## src/hw/rtl/bfws_pkg.sv

```systemverilog
// shared types, codes and controller/datapath command and status bundles
package bfws_pkg;

  localparam int MODE_BITS   = 2;
  localparam int STATUS_BITS = 2;

  typedef enum logic [MODE_BITS-1:0] {
    MODE_PUSH = 2'd0,
    MODE_POP  = 2'd1,
    MODE_READ = 2'd2,
    MODE_FIND = 2'd3
  } mode_t;

  typedef enum logic [STATUS_BITS-1:0] {
    ST_OK    = 2'd0,
    ST_EMPTY = 2'd1,
    ST_FULL  = 2'd2,
    ST_MISS  = 2'd3
  } status_t;

  // read address source
  typedef enum logic [1:0] {
    RD_HEAD,
    RD_POS,
    RD_NEXT
  } rd_sel_t;

  // kind of result to form
  typedef enum logic [2:0] {
    RES_PUSH_OK,
    RES_FULL,
    RES_EMPTY,
    RES_MISS,
    RES_POP,
    RES_READ,
    RES_HIT
  } res_sel_t;

  typedef struct packed {
    logic     load;
    logic     rd_en;
    rd_sel_t  rd_sel;
    logic     scan_step;
    logic     res_load;
    res_sel_t res_sel;
    logic     emit;
  } cmd_t;

  typedef struct packed {
    mode_t mode;
    logic  full;
    logic  empty;
    logic  pos_ok;
    logic  hit;
    logic  last;
    logic  out_free;
  } sts_t;

endpackage

```

## src/hw/rtl/bfws_if.sv

```systemverilog
// item and result channel interfaces
interface bfws_in_if #(
  parameter int DEPTH     = 16,
  parameter int KEY_BITS  = 32,
  parameter int DATA_BITS = 32
);
  localparam int POS_BITS = $clog2(DEPTH);

  logic                           valid;
  logic                           ready;
  logic [bfws_pkg::MODE_BITS-1:0] mode;
  logic [KEY_BITS-1:0]            entry_key;
  logic [DATA_BITS-1:0]           entry_data;
  logic [POS_BITS-1:0]            position;

  modport source (output valid, mode, entry_key, entry_data, position, input ready);
  modport sink   (input valid, mode, entry_key, entry_data, position, output ready);
endinterface

interface bfws_out_if #(
  parameter int DEPTH     = 16,
  parameter int KEY_BITS  = 32,
  parameter int DATA_BITS = 32
);
  localparam int POS_BITS   = $clog2(DEPTH);
  localparam int COUNT_BITS = $clog2(DEPTH + 1);

  logic                             valid;
  logic                             ready;
  logic [bfws_pkg::STATUS_BITS-1:0] status;
  logic [KEY_BITS-1:0]              out_key;
  logic [DATA_BITS-1:0]             out_data;
  logic [POS_BITS-1:0]              found_position;
  logic [COUNT_BITS-1:0]            count;

  modport source (output valid, status, out_key, out_data, found_position, count,
                  input ready);
  modport sink   (input valid, status, out_key, out_data, found_position, count,
                  output ready);
endinterface

```

## src/hw/rtl/bfws_ctrl.sv

```systemverilog
// sequencing state machine for the search fifo
module bfws_ctrl (
  input  logic           clk,
  input  logic           rst_n,
  input  logic           in_valid,
  output logic           in_ready,
  input  bfws_pkg::sts_t sts,
  output bfws_pkg::cmd_t cmd
);

  typedef enum logic [2:0] {
    S_IDLE,
    S_EXEC,
    S_WAIT,
    S_SCAN,
    S_EMIT
  } state_t;

  state_t state_r, state_nxt;

  assign in_ready = (state_r == S_IDLE);

  always_comb begin
    cmd       = '0;
    cmd.rd_sel  = bfws_pkg::RD_HEAD;
    cmd.res_sel = bfws_pkg::RES_MISS;
    state_nxt = state_r;
    unique case (state_r)
      S_IDLE: begin
        if (in_valid) begin
          cmd.load  = 1'b1;
          state_nxt = S_EXEC;
        end
      end
      S_EXEC: begin
        unique case (sts.mode)
          bfws_pkg::MODE_PUSH: begin
            cmd.res_load = 1'b1;
            cmd.res_sel  = sts.full ? bfws_pkg::RES_FULL : bfws_pkg::RES_PUSH_OK;
            state_nxt    = S_EMIT;
          end
          bfws_pkg::MODE_POP: begin
            if (sts.empty) begin
              cmd.res_load = 1'b1;
              cmd.res_sel  = bfws_pkg::RES_EMPTY;
              state_nxt    = S_EMIT;
            end else begin
              cmd.rd_en  = 1'b1;
              cmd.rd_sel = bfws_pkg::RD_HEAD;
              state_nxt  = S_WAIT;
            end
          end
          bfws_pkg::MODE_READ: begin
            if (sts.pos_ok) begin
              cmd.rd_en  = 1'b1;
              cmd.rd_sel = bfws_pkg::RD_POS;
              state_nxt  = S_WAIT;
            end else begin
              cmd.res_load = 1'b1;
              cmd.res_sel  = bfws_pkg::RES_MISS;
              state_nxt    = S_EMIT;
            end
          end
          bfws_pkg::MODE_FIND: begin
            if (sts.empty) begin
              cmd.res_load = 1'b1;
              cmd.res_sel  = bfws_pkg::RES_MISS;
              state_nxt    = S_EMIT;
            end else begin
              cmd.rd_en  = 1'b1;
              cmd.rd_sel = bfws_pkg::RD_HEAD;
              state_nxt  = S_SCAN;
            end
          end
          default: state_nxt = S_IDLE;
        endcase
      end
      S_WAIT: begin
        cmd.res_load = 1'b1;
        cmd.res_sel  = (sts.mode == bfws_pkg::MODE_POP) ? bfws_pkg::RES_POP
                                                         : bfws_pkg::RES_READ;
        state_nxt    = S_EMIT;
      end
      S_SCAN: begin
        // compare the entry just read while fetching the one after it
        if (sts.hit) begin
          cmd.res_load = 1'b1;
          cmd.res_sel  = bfws_pkg::RES_HIT;
          state_nxt    = S_EMIT;
        end else if (sts.last) begin
          cmd.res_load = 1'b1;
          cmd.res_sel  = bfws_pkg::RES_MISS;
          state_nxt    = S_EMIT;
        end else begin
          cmd.rd_en     = 1'b1;
          cmd.rd_sel    = bfws_pkg::RD_NEXT;
          cmd.scan_step = 1'b1;
        end
      end
      S_EMIT: begin
        if (sts.out_free) begin
          cmd.emit  = 1'b1;
          state_nxt = S_IDLE;
        end
      end
      default: state_nxt = S_IDLE;
    endcase
  end

  always_ff @(posedge clk) begin
    if (!rst_n) begin
      state_r <= S_IDLE;
    end else begin
      state_r <= state_nxt;
    end
  end

endmodule

```

## src/hw/rtl/bfws_datapath.sv

```systemverilog
// entry stores, pointers, scan index and result/output registers
module bfws_datapath #(
  parameter int DEPTH     = 16,
  parameter int KEY_BITS  = 32,
  parameter int DATA_BITS = 32
) (
  input  logic                             clk,
  input  logic                             rst_n,
  input  bfws_pkg::cmd_t                   cmd,
  output bfws_pkg::sts_t                   sts,
  input  logic [bfws_pkg::MODE_BITS-1:0]   in_mode,
  input  logic [KEY_BITS-1:0]              in_key,
  input  logic [DATA_BITS-1:0]             in_data,
  input  logic [$clog2(DEPTH)-1:0]         in_pos,
  output logic                             out_valid,
  input  logic                             out_ready,
  output logic [bfws_pkg::STATUS_BITS-1:0] out_status,
  output logic [KEY_BITS-1:0]              out_key,
  output logic [DATA_BITS-1:0]             out_data,
  output logic [$clog2(DEPTH)-1:0]         out_fpos,
  output logic [$clog2(DEPTH+1)-1:0]       out_count
);

  localparam int ADDR_BITS  = $clog2(DEPTH);
  localparam int COUNT_BITS = $clog2(DEPTH + 1);
  localparam int OFF_BITS   = ADDR_BITS + 1;
  localparam logic [OFF_BITS-1:0]   DEPTH_OFF = OFF_BITS'(DEPTH);
  localparam logic [COUNT_BITS-1:0] DEPTH_CNT = COUNT_BITS'(DEPTH);

  // slot of an offset from a base, modulo DEPTH; base + off stays below 2*DEPTH
  function automatic logic [ADDR_BITS-1:0] slot_of(input logic [ADDR_BITS-1:0] base,
                                                   input logic [OFF_BITS-1:0]  off);
    logic [OFF_BITS-1:0] sum;
    sum = {1'b0, base} + off;
    if (sum >= DEPTH_OFF) begin
      sum = sum - DEPTH_OFF;
    end
    return sum[ADDR_BITS-1:0];
  endfunction

  logic [KEY_BITS-1:0]  key_mem  [DEPTH];
  logic [DATA_BITS-1:0] data_mem [DEPTH];

  bfws_pkg::mode_t        mode_r;
  logic [KEY_BITS-1:0]    key_r;
  logic [DATA_BITS-1:0]   data_r;
  logic [ADDR_BITS-1:0]   pos_r;
  logic [ADDR_BITS-1:0]   head_r;
  logic [COUNT_BITS-1:0]  cnt_r;
  logic [ADDR_BITS-1:0]   idx_r;
  logic [KEY_BITS-1:0]    rd_key_r;
  logic [DATA_BITS-1:0]   rd_data_r;

  bfws_pkg::status_t      res_status_r, res_status_nxt;
  logic [KEY_BITS-1:0]    res_key_r, res_key_nxt;
  logic [DATA_BITS-1:0]   res_data_r, res_data_nxt;
  logic [ADDR_BITS-1:0]   res_fpos_r, res_fpos_nxt;

  logic                   out_valid_r;
  logic [bfws_pkg::STATUS_BITS-1:0] out_status_r;
  logic [KEY_BITS-1:0]    out_key_r;
  logic [DATA_BITS-1:0]   out_data_r;
  logic [ADDR_BITS-1:0]   out_fpos_r;
  logic [COUNT_BITS-1:0]  out_count_r;

  logic [OFF_BITS-1:0]    rd_off;
  logic [ADDR_BITS-1:0]   rd_addr;
  logic [ADDR_BITS-1:0]   wr_addr;
  logic [ADDR_BITS-1:0]   head_plus1;
  logic                   wr_en;

  always_comb begin
    case (cmd.rd_sel)
      bfws_pkg::RD_POS:  rd_off = {1'b0, pos_r};
      bfws_pkg::RD_NEXT: rd_off = {1'b0, idx_r} + OFF_BITS'(1);
      default:           rd_off = '0;
    endcase
  end

  assign rd_addr    = slot_of(head_r, rd_off);
  assign wr_addr    = slot_of(head_r, OFF_BITS'(cnt_r));
  assign head_plus1 = slot_of(head_r, OFF_BITS'(1));
  assign wr_en      = cmd.res_load && (cmd.res_sel == bfws_pkg::RES_PUSH_OK);

  assign sts.mode     = mode_r;
  assign sts.full     = (cnt_r == DEPTH_CNT);
  assign sts.empty    = (cnt_r == '0);
  assign sts.pos_ok   = (COUNT_BITS'(pos_r) < cnt_r);
  assign sts.hit      = (rd_key_r == key_r);
  assign sts.last     = ((COUNT_BITS'(idx_r) + COUNT_BITS'(1)) == cnt_r);
  assign sts.out_free = !out_valid_r || out_ready;

  always_ff @(posedge clk) begin
    if (wr_en) begin
      key_mem[wr_addr]  <= key_r;
      data_mem[wr_addr] <= data_r;
    end
    if (cmd.rd_en) begin
      rd_key_r  <= key_mem[rd_addr];
      rd_data_r <= data_mem[rd_addr];
    end
  end

  always_comb begin
    res_status_nxt = bfws_pkg::ST_OK;
    res_key_nxt    = '0;
    res_data_nxt   = '0;
    res_fpos_nxt   = '0;
    case (cmd.res_sel)
      bfws_pkg::RES_FULL:  res_status_nxt = bfws_pkg::ST_FULL;
      bfws_pkg::RES_EMPTY: res_status_nxt = bfws_pkg::ST_EMPTY;
      bfws_pkg::RES_MISS:  res_status_nxt = bfws_pkg::ST_MISS;
      bfws_pkg::RES_POP, bfws_pkg::RES_READ: begin
        res_key_nxt  = rd_key_r;
        res_data_nxt = rd_data_r;
      end
      bfws_pkg::RES_HIT: begin
        res_key_nxt  = rd_key_r;
        res_data_nxt = rd_data_r;
        res_fpos_nxt = idx_r;
      end
      default: res_status_nxt = bfws_pkg::ST_OK;
    endcase
  end

  // pointers and output valid
  always_ff @(posedge clk) begin
    if (!rst_n) begin
      head_r      <= '0;
      cnt_r       <= '0;
      out_valid_r <= 1'b0;
    end else begin
      if (cmd.res_load) begin
        case (cmd.res_sel)
          bfws_pkg::RES_PUSH_OK: cnt_r <= cnt_r + COUNT_BITS'(1);
          bfws_pkg::RES_POP: begin
            cnt_r  <= cnt_r - COUNT_BITS'(1);
            // last entry gone: restart at slot zero
            head_r <= (cnt_r == COUNT_BITS'(1)) ? '0 : head_plus1;
          end
          default: ;
        endcase
      end
      if (cmd.emit) begin
        out_valid_r <= 1'b1;
      end else if (out_ready) begin
        out_valid_r <= 1'b0;
      end
    end
  end

  always_ff @(posedge clk) begin
    if (cmd.load) begin
      mode_r <= bfws_pkg::mode_t'(in_mode);
      key_r  <= in_key;
      data_r <= in_data;
      pos_r  <= in_pos;
      idx_r  <= '0;
    end else if (cmd.scan_step) begin
      idx_r <= idx_r + ADDR_BITS'(1);
    end
    if (cmd.res_load) begin
      res_status_r <= res_status_nxt;
      res_key_r    <= res_key_nxt;
      res_data_r   <= res_data_nxt;
      res_fpos_r   <= res_fpos_nxt;
    end
    if (cmd.emit) begin
      out_status_r <= res_status_r;
      out_key_r    <= res_key_r;
      out_data_r   <= res_data_r;
      out_fpos_r   <= res_fpos_r;
      out_count_r  <= cnt_r;
    end
  end

  assign out_valid  = out_valid_r;
  assign out_status = out_status_r;
  assign out_key    = out_key_r;
  assign out_data   = out_data_r;
  assign out_fpos   = out_fpos_r;
  assign out_count  = out_count_r;

endmodule

```

## src/hw/rtl/bounded_fifo_with_search_core.sv

```systemverilog
// Bounded queue of DEPTH key/data entries with push, pop, read-at-position and
// find-by-key. Every item gives one result beat carrying a status and the entry
// count after the item. Items are handled one at a time; the result sits in an
// output register, so the next item is taken while a result waits. A push, or
// any item rejected for full, empty or out-of-range, is resolved without reading
// the store; a pop or a read in range first reads the entry store; a find reads
// entries from the head until the first match or the last entry. The find time
// is set by the single read port of the entry store, which the scan walks one
// entry per cycle from the head. The store needs no clearing after reset.
module bounded_fifo_with_search_core #(
  parameter int DEPTH     = 16,
  parameter int KEY_BITS  = 32,
  parameter int DATA_BITS = 32
) (
  input logic      clk,
  input logic      rst_n,
  bfws_in_if.sink  in_if,
  bfws_out_if.source out_if
);

  localparam int COUNT_BITS = $clog2(DEPTH + 1);

  bfws_pkg::cmd_t cmd;
  bfws_pkg::sts_t sts;

  bfws_ctrl u_ctrl (
    .clk      (clk),
    .rst_n    (rst_n),
    .in_valid (in_if.valid),
    .in_ready (in_if.ready),
    .sts      (sts),
    .cmd      (cmd)
  );

  bfws_datapath #(
    .DEPTH     (DEPTH),
    .KEY_BITS  (KEY_BITS),
    .DATA_BITS (DATA_BITS)
  ) u_datapath (
    .clk        (clk),
    .rst_n      (rst_n),
    .cmd        (cmd),
    .sts        (sts),
    .in_mode    (in_if.mode),
    .in_key     (in_if.entry_key),
    .in_data    (in_if.entry_data),
    .in_pos     (in_if.position),
    .out_valid  (out_if.valid),
    .out_ready  (out_if.ready),
    .out_status (out_if.status),
    .out_key    (out_if.out_key),
    .out_data   (out_if.out_data),
    .out_fpos   (out_if.found_position),
    .out_count  (out_if.count)
  );

  // one item at a time: no second beat straight after an accepted one
  a_one_item: assert property (@(posedge clk) disable iff (!rst_n)
    (in_if.valid && in_if.ready) |=> !in_if.ready)
    else $error("input taken while an item is in flight");

  a_count_bound: assert property (@(posedge clk) disable iff (!rst_n)
    out_if.valid |-> (out_if.count <= COUNT_BITS'(DEPTH)))
    else $error("entry count above depth");

  a_empty_count: assert property (@(posedge clk) disable iff (!rst_n)
    (out_if.valid && (out_if.status == bfws_pkg::ST_EMPTY)) |-> (out_if.count == '0))
    else $error("empty status with entries held");

  a_full_count: assert property (@(posedge clk) disable iff (!rst_n)
    (out_if.valid && (out_if.status == bfws_pkg::ST_FULL))
      |-> (out_if.count == COUNT_BITS'(DEPTH)))
    else $error("full status with room left");

endmodule
```

## src/flat_wrapper.sv

```systemverilog
// flat-port wrapper written by rule: the top's interface ports become plain ports
module bounded_fifo_with_search_core_flat 
#(
  parameter int DEPTH     = 16,
  parameter int KEY_BITS  = 32,
  parameter int DATA_BITS = 32
)
  (clk, rst_n, in_if_valid, in_if_mode, in_if_entry_key, in_if_entry_data, in_if_position, in_if_ready, out_if_valid, out_if_status, out_if_out_key, out_if_out_data, out_if_found_position, out_if_count, out_if_ready);
  bfws_in_if #(.DEPTH(DEPTH), .KEY_BITS(KEY_BITS), .DATA_BITS(DATA_BITS)) in_if_i ();
  bfws_out_if #(.DEPTH(DEPTH), .KEY_BITS(KEY_BITS), .DATA_BITS(DATA_BITS)) out_if_i ();
  input logic clk;
  input logic rst_n;
  input wire logic [$bits(in_if_i.valid)-1:0] in_if_valid;
  input wire logic [$bits(in_if_i.mode)-1:0] in_if_mode;
  input wire logic [$bits(in_if_i.entry_key)-1:0] in_if_entry_key;
  input wire logic [$bits(in_if_i.entry_data)-1:0] in_if_entry_data;
  input wire logic [$bits(in_if_i.position)-1:0] in_if_position;
  output wire logic [$bits(in_if_i.ready)-1:0] in_if_ready;
  output wire logic [$bits(out_if_i.valid)-1:0] out_if_valid;
  output wire logic [$bits(out_if_i.status)-1:0] out_if_status;
  output wire logic [$bits(out_if_i.out_key)-1:0] out_if_out_key;
  output wire logic [$bits(out_if_i.out_data)-1:0] out_if_out_data;
  output wire logic [$bits(out_if_i.found_position)-1:0] out_if_found_position;
  output wire logic [$bits(out_if_i.count)-1:0] out_if_count;
  input wire logic [$bits(out_if_i.ready)-1:0] out_if_ready;
  assign in_if_i.valid = in_if_valid;
  assign in_if_i.mode = in_if_mode;
  assign in_if_i.entry_key = in_if_entry_key;
  assign in_if_i.entry_data = in_if_entry_data;
  assign in_if_i.position = in_if_position;
  assign in_if_ready = in_if_i.ready;
  assign out_if_valid = out_if_i.valid;
  assign out_if_status = out_if_i.status;
  assign out_if_out_key = out_if_i.out_key;
  assign out_if_out_data = out_if_i.out_data;
  assign out_if_found_position = out_if_i.found_position;
  assign out_if_count = out_if_i.count;
  assign out_if_i.ready = out_if_ready;
  bounded_fifo_with_search_core #(.DEPTH(DEPTH), .KEY_BITS(KEY_BITS), .DATA_BITS(DATA_BITS)) u_core (.clk(clk), .rst_n(rst_n), .in_if(in_if_i), .out_if(out_if_i));
endmodule
```

## config.mk

```make
export PLATFORM = sky130hd
export DESIGN_NAME = bounded_fifo_with_search_core_flat
export DESIGN_NICKNAME = d
export VERILOG_FILES = /design/src/hw/rtl/bfws_pkg.sv /design/src/hw/rtl/bfws_if.sv /design/src/hw/rtl/bfws_ctrl.sv /design/src/hw/rtl/bfws_datapath.sv /design/src/hw/rtl/bounded_fifo_with_search_core.sv /design/src/flat_wrapper.sv
export SDC_FILE = /design/constraint.sdc
export NUM_CORES = 1
export LEC_CHECK = 0
export BUFFER_PORTS_ARGS = -buffer_cell sky130_fd_sc_hd__buf_2
export CORE_MARGIN = 2
export CORE_UTILIZATION = 45
export DETAILED_ROUTE_END_ITERATION = 6
export GPL_TIMING_DRIVEN = 0
export PLACE_DENSITY = 0.61
export SYNTH_ARGS = -nofsm -noshare
export SYNTH_HDL_FRONTEND = slang
export SYNTH_HIERARCHICAL = 1
export SYNTH_SLANG_ARGS = --single-unit
```

## constraint.sdc

```tcl
create_clock -name clk -period 26 [get_ports clk]
set_clock_uncertainty 0.15 [all_clocks]
set_input_delay 1.3 -clock clk [delete_from_list [all_inputs] [get_ports clk]]
set_output_delay 1.3 -clock clk [all_outputs]
set_load 0.02 [all_outputs]
```

==> reports/results.tsv <==
stage	metric	value	unit
sta	rsz0062_at_grt	no	
yosys	yosysTopAreaCell	edfxtp_1	
setup_path	worstPathCellList	xor2_1, nor4_1, nand4_1, nor2_1, or3b_1, nor2_1, buf_4, ha_1, a21oi_1, ha_1, fa_1, clkbuf_1, clkbuf_1, mux4_2, mux2i_1, mux2i_1	
pwr	seqPwrFrac	0.558	
detailed_routing	wl_met3	6050	µm
setup_path	cp_max_fo	17	
detailed_routing	drt_iter0_drc	2226	
yosys	yosysWarnings	6	
yosys	synth_seq_area_share	0.793	
detailed_routing	viasPerCell	5.51	
die	io_pins	151	
detailed_routing	wire_per_inst	26.9	µm
setup_path	reg2reg_depth	16	
grt	grt_usage	0.199	
placement	place_ws	18.78	ns
clock_tree	postCtsSetupBuffers	0	
detailed_routing	wl	111000	µm
grt	gr-total-overflow	0	
pwr	p_leak	19.1	nW
pwr	ir_worst_vdd	0.0471	mV
layout	utilization	0.529	
detailed_routing	routed.top_layer	met4	
run	maxCapViolCount	0	
sta	period_needed	7.25	ns
yosys	synthesis.nets	2260	
clock_tree	root_buffer	clkbuf_16	
yosys	ys_ff_latch	1320	
setup_path	cp.required	26.28	ns
clock_tree	clockBufferDepth	3	
sta	min_period_over_period	0.279	
layout	multi_input_area	9970	µm²
grt	grt_pass1_vias	23576	
yosys	synth_top_area_frac	0.786	
sta	fin_hold_ws	0.263	ns
yosys	synth_cell_types	60	
clock_tree	cts_hold_buffers	0	
grt	antenna_found_initial	2	
sta	layout_setup_ws	18.76	ns
die	num_rows	122	
pwr	power.density	73.8	nW/µm²
clock_tree	cts_max_level	4	
outcome	status	completed	
die	fp.dieW	337	µm
sta	tns	0	ns
detailed_routing	ant_nets	0	
yosys	async_flop_share	0	
die	core	110000	µm²
layout	fin_nets	2616	
pwr	p_int	3.46	mW
clock_tree	worstSkewPairLatency	0.73	ns
clock_tree	cts-resized-gates	0	
sta	maxSlewHeadroom	0.195	
die	start_util	0.452	
layout	drive_gt1_frac	0.280	
setup_path	critPathCaptureType	flip-flop	
layout	final_common_cell	edfxtp_1	
placement	io_buffers	150	
sta	hold_viol	0	
layout	layout_common_cells	edfxtp_1 (1303), mux4_2 (256), mux2i_1 (195), buf_2 (182), clkbuf_16 (138)	
clock_tree	cts_buffers	135	
detailed_routing	dr.pass1.iters	5	
sta	drv_slew	0	
detailed_routing	routed-via-count	22674	
clock_tree	cts_tree	done	
worst_hold_path	hold_depth	0	
yosys	synth_edf_count	1303	
die	die_h	337	µm
worst_hold_path	hp-class	reg -> reg	
yosys	synthFlopType	edfxtp_1	
setup_path	slowest_delay	0.83	ns
detailed_routing	drc	0	
sta	tightestPinTransition	1.21	ns
yosys	syn_inst	2167	
setup_path	cp-start-kind	flip-flop	
pwr	p_sw	848	µW
sta	clock.fmax	138	MHz
layout	fillers	8485	
setup_path	crit_slowest_cell	clkbuf_1	
placement	hpwl	71800	µm
layout	instances_no_fill	4116	
layout	layout.area.seq	39500	µm²
pwr	p_clk_frac	0.432	
yosys	syn_area	49800	µm²
clock_tree	clock-sinks	1320	
grt	grt_max_degree	41	
yosys	syn_area_per_cell	23.0	µm²
detailed_routing	wl_met2	55700	µm
yosys	synth_area_leaders	edfxtp_1 (79%), mux4_2 (12%), mux2i_1 (3.9%)	
placement	placed_cells	3874	
detailed_routing	met1_length	46400	µm
placement	gp_congestion	0.764	
die	die_area	113000	µm²
clock_tree	clkTransAtPathRegs	0.06	ns
layout	syn2layout_area_growth	17.2	%
grt	grt_pass1_wl	161000	µm
setup_path	worstPathArrival	7.52	ns
pwr	p_sw_frac	0.197	
sta	finalSetupViolCount	0	
setup_path	critPathKind	reg -> reg	
pwr	combPwrFrac	0.011	
==> metal layers <==
layer | track usage | vias to the layer above
li1 | - | 9720
met1 | 0.272 | 12097
met3 | 0.0312 | 151
met2 | 0.332 | 706
met4 | 0.0602 | 0
met5 | 0 | -
==> cell type report <==
type | count | share of cell area
Clock buffer | 167 | 0.0611
Inverter | 11 | 0.000708
Timing Repair Buffer | 219 | 0.0391
Buffer | 92 | 0.00834
Antenna cell | 1 | 0.0000429
Tap cell | 1488 | 0.0319
Sequential cell | 1320 | 0.676
Multi-Input combinational cell | 744 | 0.171
Clock inverter | 74 | 0.0114
==> cell usage after synthesis, types with 11 or more instances <==
cell type	number
and2_1	71
buf_2	32
clkbuf_1	52
dfxtp_1	17
edfxtp_1	1303
ha_1	17
inv_1	11
mux2i_1	195
mux4_2	256
nand2_1	18
nor2_1	31
nor4_1	11
xor2_1	39
==> per-stage QoR <==
stage / cell area (µm²) / power, mW
floorplan: 49800 / 2.45
global placement: 52400 / 2.49
detailed placement: 54100 / 2.49
CTS: 58300 / 4.35
global route: 58300 / 4.43
finish: 58300 / 4.30
==> power by group through the flow <==
| stage | registers (mW) | logic (mW) | clock network [mW] |
|---|---|---|---|
| floorplan | 2.44 | 0.0143 | 0 |
| global placement | 2.45 | 0.0405 | 0 |
| detailed placement | 2.45 | 0.0474 | 0 |
| CTS | 2.40 | 0.0476 | 1.90 |
| global route | 2.40 | 0.0493 | 1.98 |
| finish | 2.40 | 0.0461 | 1.86 |
==> critical path, delay by kind of cell, from the launching register on <==
family | cells | cell delay, ns
and+or+nand+nor | 5 | 1.89
muxes | 3 | 0.80
DFF | 1 | 0.69
buffers and inverters | 3 | 1.79
adders and majority gates | 3 | 1.26
AOI/OAI and AO/OA | 1 | 0.08
xor gates and xnor gates | 1 | 0.27
==> sequential cells by signal (all words and copies together), names as in the netlist, 2 cells and up <==
register	flops
u_core/u_datapath/res_data_r	32
u_core/u_datapath/pos_r	4
u_core/u_datapath/res_key_r	32
u_core/u_datapath/rd_key_r	32
u_core/u_datapath/res_fpos_r	4
u_core/u_datapath/res_status_r	2
u_core/u_datapath/out_count	5
u_core/u_datapath/out_fpos	4
u_core/u_datapath/mode_r	2
u_core/u_datapath/out_data	32
u_core/u_datapath/key_mem	512
u_core/u_datapath/head_r	4
u_core/u_datapath/out_key	32
u_core/u_datapath/idx_r	4
u_core/u_datapath/data_mem	512
u_core/u_datapath/cnt_r	5
u_core/u_datapath/key_r	32
u_core/u_datapath/out_status	2
u_core/u_datapath/rd_data_r	32
u_core/u_ctrl/state_r	3
u_core/u_datapath/data_r	32
==> path summary, 6_finish.rpt <==
| path | startpoint | to | slack (ns) |
|---|---|---|---|
| hold reg to reg | u_core/u_datapath/res_data_r[1] | u_core/u_datapath/out_data[1] | 0.26 |
| setup / recovery | u_core/u_datapath/key_r[24] | u_core/u_datapath/rd_data_r[23] | 18.76 |
| setup reg to reg | u_core/u_datapath/key_r[24] | u_core/u_datapath/rd_data_r[23] | 18.76 |
| hold / removal | u_core/u_datapath/res_data_r[1] | u_core/u_datapath/out_data[1] | 0.26 |
==> kinds of logic (layout without fill, tap and decap cells) <==
kind of cell | after synthesis | count (layout) | share of synthesized area
compound gates | 40 | 40 | 0.00568
xor+xnor | 51 | 51 | 0.00965
fa+ha+maj | 19 | 19 | 0.00508
buf+inv | 103 | 563 | 0.0106
flops | 1320 | 1320 | 0.793
mux | 451 | 451 | 0.155
other cells | 0 | 1 | 0
simple gates | 183 | 183 | 0.0214
No activity file was read; power rests on OpenSTA's default activity.
